==> config.mk <==
export PLATFORM = sky130hd
export DESIGN_NAME = eth_ipv4_tcp_header_extractor
export DESIGN_NICKNAME = d
export VERILOG_FILES = /design/src/rtl/core/ethhdr_pkg.sv /design/src/rtl/core/eth_ipv4_tcp_header_extractor.sv
export VERILOG_INCLUDE_DIRS = /design/src /design/src/rtl/core
export SDC_FILE = /design/constraint.sdc
export NUM_CORES = 2
export LEC_CHECK = 0
export BUFFER_PORTS_ARGS = -buffer_cell sky130_fd_sc_hd__buf_2
export CAP_MARGIN = 20
export CORE_MARGIN = 4
export CORE_UTILIZATION = 45
export DETAILED_ROUTE_END_ITERATION = 16
export SETUP_SLACK_MARGIN = 0.15
export SLEW_MARGIN = 10
export SYNTH_ARGS = -nofsm -noshare
export SYNTH_HDL_FRONTEND = slang
export SYNTH_SLANG_ARGS = --single-unit
==> constraint.sdc <==
create_clock -name clock -period 24.4 [get_ports clock]
set_input_delay 1.22 -clock clock [delete_from_list [all_inputs] [get_ports clock]]
set_output_delay 1.22 -clock clock [all_outputs]
set_load 0.005 [all_outputs]
==> src/rtl/core/assert_macros.svh <==
// ---------------------------------------------------------------------------
// Assertion macros shared by the RTL in this folder.
// ---------------------------------------------------------------------------
`ifndef ASSERT_MACROS_SVH
`define ASSERT_MACROS_SVH

// Same-cycle implication, disabled while reset is high.
`define ASSERT_IMPLIES(label, clk, rst, ante, cons, msg) \
   label: assert property (@(posedge clk) disable iff (rst) (ante) |-> (cons)) \
      else $error(msg);

// Next-cycle implication, disabled while reset is high.
`define ASSERT_NEXT(label, clk, rst, ante, cons, msg) \
   label: assert property (@(posedge clk) disable iff (rst) (ante) |=> (cons)) \
      else $error(msg);

`endif

==> src/rtl/core/ethhdr_pkg.sv <==
// ---------------------------------------------------------------------------
// ethhdr_pkg
// Types and constants for the Ethernet / IPv4 / TCP header extractor.
// ---------------------------------------------------------------------------
`timescale 1ns / 1ps

package ethhdr_pkg;

   // Frame layout offsets, in bytes from the start of the frame.
   localparam logic [15:0] MAC_LEN       = 16'd6;
   localparam logic [15:0] ETH_HDR_LEN   = 16'd14;
   localparam logic [15:0] IP_SRC_POS    = 16'd26;
   localparam logic [15:0] IP_ADDR_LEN   = 16'd4;
   localparam logic [15:0] TCP_PORT_LEN  = 16'd2;
   localparam logic [15:0] TCP_DOFF_OFS  = 16'd12;
   localparam logic [15:0] POS_MAX       = 16'hFFFF;

   // Reset value of the IPv4 EtherType register.
   localparam logic [15:0] IPV4_ETHERTYPE_RST = 16'h0800;

   // Default depth of the payload capture.
   localparam int PAYLOAD_BYTES_DEF = 10;

   // Result kinds.
   localparam logic KIND_SUMMARY = 1'b0;
   localparam logic KIND_PAYLOAD = 1'b1;

   typedef struct packed {
      logic [7:0] frame_byte;
      logic       frame_end;
   } req_type;

   typedef struct packed {
      logic        kind;
      logic [47:0] dest_mac;
      logic [47:0] source_mac;
      logic        is_ipv4;
      logic [31:0] source_ip;
      logic [31:0] dest_ip;
      logic [15:0] source_port;
      logic [15:0] dest_port;
      logic [7:0]  payload_start;
      logic [7:0]  payload_value;
      logic [15:0] captured_length;
      logic        last_of_frame;
   } rsp_type;

endpackage

==> src/rtl/core/eth_ipv4_tcp_header_extractor.sv <==
// ---------------------------------------------------------------------------
// eth_ipv4_tcp_header_extractor
// Parses an Ethernet / IPv4 / TCP frame byte by byte and reports a summary
// followed, for IPv4 frames, by the first payload bytes of each frame.
// ---------------------------------------------------------------------------
// Usage:
//   The req channel carries one frame byte per transaction, with frame_end
//   set on the last byte. The csr port writes the IPv4 EtherType; the user
//   must write it only while idle, the block itself does not enforce it.
//   For every frame the rsp channel returns one summary transaction
//   (kind = 0) and then, for IPv4 frames, up to PAYLOAD_BYTES payload
//   transactions (kind = 1). The final transaction of a frame has
//   last_of_frame set. Throughput: one frame byte per cycle unless
//   req_stall and one result per cycle unless rsp_stall. After the last
//   byte of a frame is accepted, the summary passes the head and output
//   registers when no earlier frame is being reported; payload bytes
//   follow one per cycle unless rsp_stall, from a two-bank payload RAM
//   (one bank fills while the other drains). The input stalls only while a
//   second finished frame waits behind the frame being reported; a rsp
//   stall holds the output and, once a frame is queued, backs up into
//   req_stall. Reset clears all frame state and restores the EtherType to
//   0x0800; the payload RAM needs no clearing, since only entries written
//   in the current frame are ever read.
// ---------------------------------------------------------------------------
`timescale 1ns / 1ps

`include "assert_macros.svh"

module eth_ipv4_tcp_header_extractor #(
   parameter int PAYLOAD_BYTES = ethhdr_pkg::PAYLOAD_BYTES_DEF
) (
   input  logic                clock,
   input  logic                reset,

   input  logic                req_valid,
   output logic                req_stall,
   input  ethhdr_pkg::req_type req_data,

   output logic                rsp_valid,
   input  logic                rsp_stall,
   output ethhdr_pkg::rsp_type rsp_data,

   input  logic                csr_wr_en,
   input  logic [15:0]         csr_wr_data
);

   localparam int CNT_W = $clog2(PAYLOAD_BYTES + 1);
   localparam int AW    = (PAYLOAD_BYTES > 1) ? $clog2(PAYLOAD_BYTES) : 1;
   localparam int DEPTH = 2 ** (AW + 1);
   localparam logic [CNT_W-1:0] CNT_MAX = CNT_W'(PAYLOAD_BYTES);

   // Configuration register.
   logic [15:0] cfg_etype_ff;

   // Per-frame parse state.
   logic [15:0]      pos_ff,   pos_in;
   logic [47:0]      dmac_ff,  dmac_in;
   logic [47:0]      smac_ff,  smac_in;
   logic [15:0]      etype_ff, etype_in;
   logic [3:0]       ihl_ff,   ihl_in;
   logic [3:0]       doff_ff,  doff_in;
   logic [31:0]      sip_ff,   sip_in;
   logic [31:0]      dip_ff,   dip_in;
   logic [15:0]      sport_ff, sport_in;
   logic [15:0]      dport_ff, dport_in;
   logic [CNT_W-1:0] pcnt_ff,  pcnt_in;
   logic             wbank_ff, wbank_in;

   // Frame queue: the frame being reported (head) and one waiting frame.
   logic                head_valid_ff, head_valid_in;
   ethhdr_pkg::rsp_type head_sum_ff,  head_sum_in;
   logic [CNT_W-1:0]    head_cnt_ff,  head_cnt_in;
   logic                head_bank_ff, head_bank_in;
   logic [CNT_W-1:0]    idx_ff,       idx_in;
   logic                pend_valid_ff, pend_valid_in;
   ethhdr_pkg::rsp_type pend_sum_ff,  pend_sum_in;
   logic [CNT_W-1:0]    pend_cnt_ff,  pend_cnt_in;
   logic                pend_bank_ff, pend_bank_in;

   // Output register; the payload byte comes from the RAM read register.
   logic                rsp_valid_ff, rsp_valid_in;
   ethhdr_pkg::rsp_type rsp_data_ff,  rsp_data_in;
   logic [7:0]          rd_data_ff;

   // Payload RAM, two banks of 2**AW bytes.
   logic [7:0]  pay_mem [DEPTH];
   logic        mem_we;
   logic [AW:0] mem_waddr;
   logic        mem_re;
   logic [AW:0] mem_raddr;

   // Parse datapath.
   logic                req_acc;
   logic                frame_done;
   logic [7:0]          b;
   logic [15:0]         p;
   logic [7:0]          tcp_start;
   logic [15:0]         tcp_pos;
   logic [15:0]         doff_pos;
   logic [7:0]          pay_start;
   logic [15:0]         pay_pos;
   logic                collect;
   logic                is_ipv4;
   logic [CNT_W-1:0]    cnt_eff;
   ethhdr_pkg::rsp_type new_sum;

   // Output engine.
   logic             out_free;
   logic             emit;
   logic             emit_last;
   logic             head_done;
   logic             head_take_new;
   logic [CNT_W-1:0] rd_idx;

   assign req_acc    = req_valid && !req_stall;
   assign frame_done = req_acc && req_data.frame_end;
   assign req_stall  = pend_valid_ff;
   assign b          = req_data.frame_byte;
   assign p          = pos_ff;

   // Configuration write.
   always_ff @(posedge clock) begin
      if (reset) begin
         cfg_etype_ff <= ethhdr_pkg::IPV4_ETHERTYPE_RST;
      end else if (csr_wr_en) begin
         cfg_etype_ff <= csr_wr_data;
      end
   end

   // Header field capture for the byte at the current position.
   always_comb begin
      dmac_in  = dmac_ff;
      smac_in  = smac_ff;
      etype_in = etype_ff;
      if (p < ethhdr_pkg::MAC_LEN) begin
         dmac_in = {dmac_ff[39:0], b};
      end else if (p < 16'(2 * ethhdr_pkg::MAC_LEN)) begin
         smac_in = {smac_ff[39:0], b};
      end else if (p < ethhdr_pkg::ETH_HDR_LEN) begin
         etype_in = {etype_ff[7:0], b};
      end

      ihl_in = (p == ethhdr_pkg::ETH_HDR_LEN) ? b[3:0] : ihl_ff;

      sip_in = sip_ff;
      dip_in = dip_ff;
      if (p >= ethhdr_pkg::IP_SRC_POS &&
          p < ethhdr_pkg::IP_SRC_POS + ethhdr_pkg::IP_ADDR_LEN) begin
         sip_in = {sip_ff[23:0], b};
      end else if (p >= ethhdr_pkg::IP_SRC_POS + ethhdr_pkg::IP_ADDR_LEN &&
                   p < ethhdr_pkg::IP_SRC_POS + 16'(2 * ethhdr_pkg::IP_ADDR_LEN)) begin
         dip_in = {dip_ff[23:0], b};
      end

      // The TCP header begins right after the IP header.
      tcp_start = 8'(ethhdr_pkg::ETH_HDR_LEN) + {2'b00, ihl_in, 2'b00};
      tcp_pos   = 16'(tcp_start);
      sport_in  = sport_ff;
      dport_in  = dport_ff;
      if (p >= tcp_pos && p < tcp_pos + ethhdr_pkg::TCP_PORT_LEN) begin
         sport_in = {sport_ff[7:0], b};
      end else if (p >= tcp_pos + ethhdr_pkg::TCP_PORT_LEN &&
                   p < tcp_pos + 16'(2 * ethhdr_pkg::TCP_PORT_LEN)) begin
         dport_in = {dport_ff[7:0], b};
      end

      doff_pos = tcp_pos + ethhdr_pkg::TCP_DOFF_OFS;
      doff_in  = (p == doff_pos) ? b[7:4] : doff_ff;

      // Payload bytes are kept once the data offset is known.
      pay_start = tcp_start + {2'b00, doff_in, 2'b00};
      pay_pos   = 16'(pay_start);
      collect   = (p >= doff_pos) && (p >= pay_pos) &&
                  (p < pay_pos + 16'(PAYLOAD_BYTES)) && (pcnt_ff < CNT_MAX);
      pcnt_in   = collect ? pcnt_ff + CNT_W'(1) : pcnt_ff;

      pos_in = (p != ethhdr_pkg::POS_MAX) ? p + 16'd1 : p;
   end

   // Summary of the frame that ends with this byte.
   always_comb begin
      is_ipv4 = (pos_in >= ethhdr_pkg::ETH_HDR_LEN) && (etype_in == cfg_etype_ff);
      cnt_eff = is_ipv4 ? pcnt_in : '0;

      new_sum                 = '0;
      new_sum.kind            = ethhdr_pkg::KIND_SUMMARY;
      new_sum.dest_mac        = dmac_in;
      new_sum.source_mac      = smac_in;
      new_sum.is_ipv4         = is_ipv4;
      new_sum.captured_length = pos_in;
      new_sum.last_of_frame   = (cnt_eff == '0);
      if (is_ipv4) begin
         new_sum.source_ip     = sip_in;
         new_sum.dest_ip       = dip_in;
         new_sum.source_port   = sport_in;
         new_sum.dest_port     = dport_in;
         new_sum.payload_start = pay_start;
      end
   end

   // Parse state registers; a finished frame clears them and flips the bank.
   always_ff @(posedge clock) begin
      if (reset || frame_done) begin
         pos_ff   <= '0;
         dmac_ff  <= '0;
         smac_ff  <= '0;
         etype_ff <= '0;
         ihl_ff   <= '0;
         doff_ff  <= '0;
         sip_ff   <= '0;
         dip_ff   <= '0;
         sport_ff <= '0;
         dport_ff <= '0;
         pcnt_ff  <= '0;
      end else if (req_acc) begin
         pos_ff   <= pos_in;
         dmac_ff  <= dmac_in;
         smac_ff  <= smac_in;
         etype_ff <= etype_in;
         ihl_ff   <= ihl_in;
         doff_ff  <= doff_in;
         sip_ff   <= sip_in;
         dip_ff   <= dip_in;
         sport_ff <= sport_in;
         dport_ff <= dport_in;
         pcnt_ff  <= pcnt_in;
      end
   end

   assign wbank_in = frame_done ? !wbank_ff : wbank_ff;

   always_ff @(posedge clock) begin
      if (reset) begin
         wbank_ff <= 1'b0;
      end else begin
         wbank_ff <= wbank_in;
      end
   end

   // Output engine: index zero is the summary, index k is payload byte k-1.
   assign out_free      = !rsp_valid_ff || !rsp_stall;
   assign emit          = head_valid_ff && out_free;
   assign emit_last     = (idx_ff == head_cnt_ff);
   assign head_done     = emit && emit_last;
   assign head_take_new = frame_done && (!head_valid_ff || (head_done && !pend_valid_ff));
   assign rd_idx        = idx_ff - CNT_W'(1);

   assign mem_we    = req_acc && collect;
   assign mem_waddr = {wbank_ff, pcnt_ff[AW-1:0]};
   assign mem_re    = emit && (idx_ff != '0);
   assign mem_raddr = {head_bank_ff, rd_idx[AW-1:0]};

   // Frame queue next state.
   always_comb begin
      head_valid_in = head_valid_ff;
      head_sum_in   = head_sum_ff;
      head_cnt_in   = head_cnt_ff;
      head_bank_in  = head_bank_ff;
      idx_in        = idx_ff;
      pend_valid_in = pend_valid_ff;
      pend_sum_in   = pend_sum_ff;
      pend_cnt_in   = pend_cnt_ff;
      pend_bank_in  = pend_bank_ff;

      priority if (head_take_new) begin
         head_valid_in = 1'b1;
         head_sum_in   = new_sum;
         head_cnt_in   = cnt_eff;
         head_bank_in  = wbank_ff;
         idx_in        = '0;
      end else if (head_done && pend_valid_ff) begin
         head_valid_in = 1'b1;
         head_sum_in   = pend_sum_ff;
         head_cnt_in   = pend_cnt_ff;
         head_bank_in  = pend_bank_ff;
         idx_in        = '0;
      end else if (head_done) begin
         head_valid_in = 1'b0;
         idx_in        = '0;
      end else if (emit) begin
         idx_in = idx_ff + CNT_W'(1);
      end

      // The waiting slot is only filled while it is empty (input stalls otherwise).
      priority if (frame_done && !head_take_new) begin
         pend_valid_in = 1'b1;
         pend_sum_in   = new_sum;
         pend_cnt_in   = cnt_eff;
         pend_bank_in  = wbank_ff;
      end else if (head_done) begin
         pend_valid_in = 1'b0;
      end
   end

   always_ff @(posedge clock) begin
      if (reset) begin
         head_valid_ff <= 1'b0;
         idx_ff        <= '0;
         pend_valid_ff <= 1'b0;
      end else begin
         head_valid_ff <= head_valid_in;
         idx_ff        <= idx_in;
         pend_valid_ff <= pend_valid_in;
      end
      head_sum_ff  <= head_sum_in;
      head_cnt_ff  <= head_cnt_in;
      head_bank_ff <= head_bank_in;
      pend_sum_ff  <= pend_sum_in;
      pend_cnt_ff  <= pend_cnt_in;
      pend_bank_ff <= pend_bank_in;
   end

   // Output register load.
   always_comb begin
      rsp_valid_in = rsp_valid_ff;
      rsp_data_in  = rsp_data_ff;
      if (out_free) begin
         rsp_valid_in = head_valid_ff;
      end
      if (emit) begin
         if (idx_ff == '0) begin
            rsp_data_in = head_sum_ff;
         end else begin
            rsp_data_in               = '0;
            rsp_data_in.kind          = ethhdr_pkg::KIND_PAYLOAD;
            rsp_data_in.last_of_frame = emit_last;
         end
      end
   end

   always_ff @(posedge clock) begin
      if (reset) begin
         rsp_valid_ff <= 1'b0;
      end else begin
         rsp_valid_ff <= rsp_valid_in;
      end
      rsp_data_ff <= rsp_data_in;
   end

   // Payload RAM: one write port for the filling bank, one read port for the
   // draining bank. The read register feeds the output directly.
   always_ff @(posedge clock) begin
      if (mem_we) begin
         pay_mem[mem_waddr] <= b;
      end
      if (mem_re) begin
         rd_data_ff <= pay_mem[mem_raddr];
      end
   end

   assign rsp_valid = rsp_valid_ff;

   always_comb begin
      rsp_data               = rsp_data_ff;
      rsp_data.payload_value = (rsp_data_ff.kind == ethhdr_pkg::KIND_PAYLOAD) ?
                               rd_data_ff : 8'd0;
   end

   // A frame can wait only behind a frame that is being reported.
   `ASSERT_IMPLIES(a_pend_needs_head, clock, reset, pend_valid_ff, head_valid_ff, "waiting frame without head frame")

   // The filling bank never collides with the bank being drained.
   `ASSERT_IMPLIES(a_bank_split, clock, reset, mem_we && head_valid_ff && idx_ff != '0, wbank_ff != head_bank_ff, "payload write into draining bank")

   // The result index never runs past the frame's payload count.
   `ASSERT_IMPLIES(a_idx_range, clock, reset, head_valid_ff, idx_ff <= head_cnt_ff, "result index beyond payload count")

   // A stalled result is held for the next cycle.
   `ASSERT_NEXT(a_out_hold, clock, reset, rsp_valid_ff && rsp_stall, rsp_valid_ff && $stable(rsp_data_ff), "stalled result changed")

endmodule
==> reports/metrics.cfg <==
[placement]
dpl.hpwl_um=70090
place_congestion=0.8334
placed_cells=5172
numPortBuffers=257

[yosys]
ys_types=67
ys.flop_type=edfxtp_1
ys_ff_latch=1183
synthCells=3668
async_flop_share_pct=0
yosys-top-cells-count=edfxtp_1, nand2_1, nor2_1, dfxtp_1, a21oi_1
synth_edf_count=923
yosys-top-cells-area=edfxtp_1, dfxtp_1, mux2i_1
yosysWarnings=0
syn_area_mm2=0.04842
syn_avg_cell_area_um2=13.20
synth_area_leader_cell=edfxtp_1
yosysTopAreaCellShare_pct=57.24
seq_area_frac_synth_pct=67.99
yosysMostFrequentCell=edfxtp_1

[grt]
grt_pass1_vias=28368
track_usage_pct=20.32
grt_max_degree=171
overflow=0
use_met1_pct=28.73
grt_pass1_wl_um=176400
met2_usage_pct=32.07
top_usage_layer=met2
met3_usage_pct=4.023
antenna_found_initial=9

[timing]
worstMarginPinSlew_ns=1.104
max_freq_ghz=0.1081
period_minus_slack_ns=9.252
slew_headroom_pct=26.16
setup_violations=0
fin_setup_tns_ns=0
holdWs_ns=0.4493
fin_crit_sh_pct=37.92
hold_viol_final=0
rsz0062_at_grt=no
fin_worst_skew_ns=0.02677
slew_viol_final=0

[finish]
syn_to_final_growth_pct=14.14
fin_cells=5405
drive_above_1_share_pct=15.76
final_nets=3967

[setup_path]
slowest_stage=mux2i_1
arrival_ns=9.58
path_buf_inv=0
crit_path_end_kind=flip-flop
startpoint_type=flip-flop
worst_path_largest_cell_delay_ns=0.73
cp_top_family=simple AND/OR/NAND/NOR gates
cp_max_fo=16
cp.required_ns=24.72
crit_type=flip-flop to flip-flop
crit_top_cell=ha_1

[clocking]
cts_root_buffer=clkbuf_16
tritoncts=built
clk_path_buf_depth=3
cts.clk_slew.worst_paths_ns=0.06
postCtsSetupRepairBufs=0
h-tree-depth=3
cts_inserted_buffers=119
holdBufCountCts=0
ctsResizeCount=0
cts.sinks=1183
clk_latency_ns=0.71

[floorplanning]
row_count=120
core_region_area_mm2=0.1069
ioPinCount=259
start_util_pct=45.29
die_area_mm2=0.1129
die_h_um=336.0
die_w_um=336.0

[pwr]
p_int_mw=3.468
power.switching_mw=1.005
cellPowerDensity_mw_per_mm2=80.95
p_comb_share_pct=7.0
p_leak_nw=20.80
max-vdd-ir-drop_mv=0.06082
switching_share_pct=22.47
finalPower_mw=4.474
pwr-share-seq_pct=51.2
clkPwrFrac_pct=41.7

[routing]
drtIter0Drc=2385
avgViaCountPerCell=5.437
routed_wl_um=116900
drc=0
vias=29388
detail-route-antenna-nets=0
drtPass1Iterations=5
wl_per_cell_um=21.62

[status]
status=finished clean

[worst_hold_path]
min_path_type=flip-flop to flip-flop

[run]
max-cap-violations=0

-- sequential cells by signal (all words and copies together), names as in the netlist, 4 cells and up --
register / count
cfg_etype_ff: 16
dip_ff: 32
dmac_ff: 48
doff_ff: 4
dport_ff: 16
etype_ff: 16
head_cnt_ff: 4
head_sum_ff: 216
idx_ff: 4
ihl_ff: 4
p: 16
pay_mem: 256
pcnt_ff: 4
pend_cnt_ff: 4
pend_sum_ff: 216
rd_data_ff: 8
rsp_data: 217
sip_ff: 32
smac_ff: 48
sport_ff: 16
-- power by group through the flow --
stage | registers [mW] | clock network, mW | logic, mW
2_1_floorplan | 2.34 | 0 | 0.205
3_3_place_gp | 2.33 | 0 | 0.316
3_5_place_dp | 2.33 | 0 | 0.318
4_1_cts | 2.29 | 1.91 | 0.320
5_1_grt | 2.30 | 1.99 | 0.349
6_report | 2.29 | 1.87 | 0.315
-- layout by cell type, fill, tap and decap left out, types with 17 or more instances in the layout --
master and count:
a211oi_1 107, a21oi_1 239, and3_1 239, buf_2 257
buf_4 51, clkbuf_1 29, clkbuf_16 123, clkbuf_8 19
clkinv_2 23, conb_1 68, dfxtp_1 259, edfxtp_1 923
ha_1 42, inv_1 130, mux2_2 17, mux2i_1 223
mux4_2 80, nand2_1 388, nand3_1 20, nor2_1 285
nor3_1 121, o21ai_0 18, o31ai_1 106, xnor2_1 25
xor2_1 29
-- metal layers --
layer  vias to the layer above  routed length (um)
met1                     14550               51800
met5                         -                   0
met3                       167                7551
met4                         0                2879
met2                       760               54620
li1                      13911                   -
-- logic make-up (layout without fill, tap and decap cells) --
group                    Yosys count  in the layout  synth area share, %
flip-flops                      1183           1183                67.99
XOR/XNOR                          55             55               0.9949
multiplexers                     320            320                8.727
buffers and inverters            405            669                3.346
AO/OA/AOI/OAI                    513            513                6.714
other                              2             72              0.01551
AND/OR/NAND/NOR                 1145           1145                11.03
adder cells (fa/ha/maj)           45             45                1.178
-- stage by stage --
| step | cell area (um^2) | util, % | worst slack (ns) |
|---|---|---|---|
| 2_1_floorplan | 48670 | - | 5.154 |
| 3_3_place_gp | 51180 | 47.87 | 15.33 |
| 3_5_place_dp | 51180 | 47.87 | 15.24 |
| 4_1_cts | 55210 | 51.65 | 15.19 |
| 5_1_grt | 55260 | 51.69 | 14.54 |
| 6_report | 55270 | 51.70 | 15.15 |
-- final cells by class --
| class | count | area, um^2 |
|---|---|---|
| clock buffer | 171 | 3448 |
| inverter | 130 | 488.0 |
| multi-input combinational | 2146 | 14300 |
| tap | 1403 | 1755 |
| clock inverter | 56 | 586.8 |
| sequential | 1183 | 32930 |
| timing repair buffer | 312 | 1752 |
| antenna | 4 | 10.01 |
| fill | 9156 | 51640 |
-- tightest hold or removal path, delay by kind of cell, from the launching register on --
family | cells | cell delay (ns)
AO/OA/AOI/OAI | 1 | 0.05
flip-flops | 1 | 0.31
AND/OR/NAND/NOR | 1 | 0.05
-- final timing paths --
path	start	endpoint	slack, ns	cells after the start
worst max register to register	p[1]	pay_mem[23][3]	15.15	25
worst max-delay path	p[1]	pay_mem[23][3]	15.15	25
worst min register to register	sport_ff[8]	sport_ff[8]	0.45	2
worst min-delay path	sport_ff[8]	sport_ff[8]	0.45	2
No activity file was read; power rests on OpenSTA's default activity.
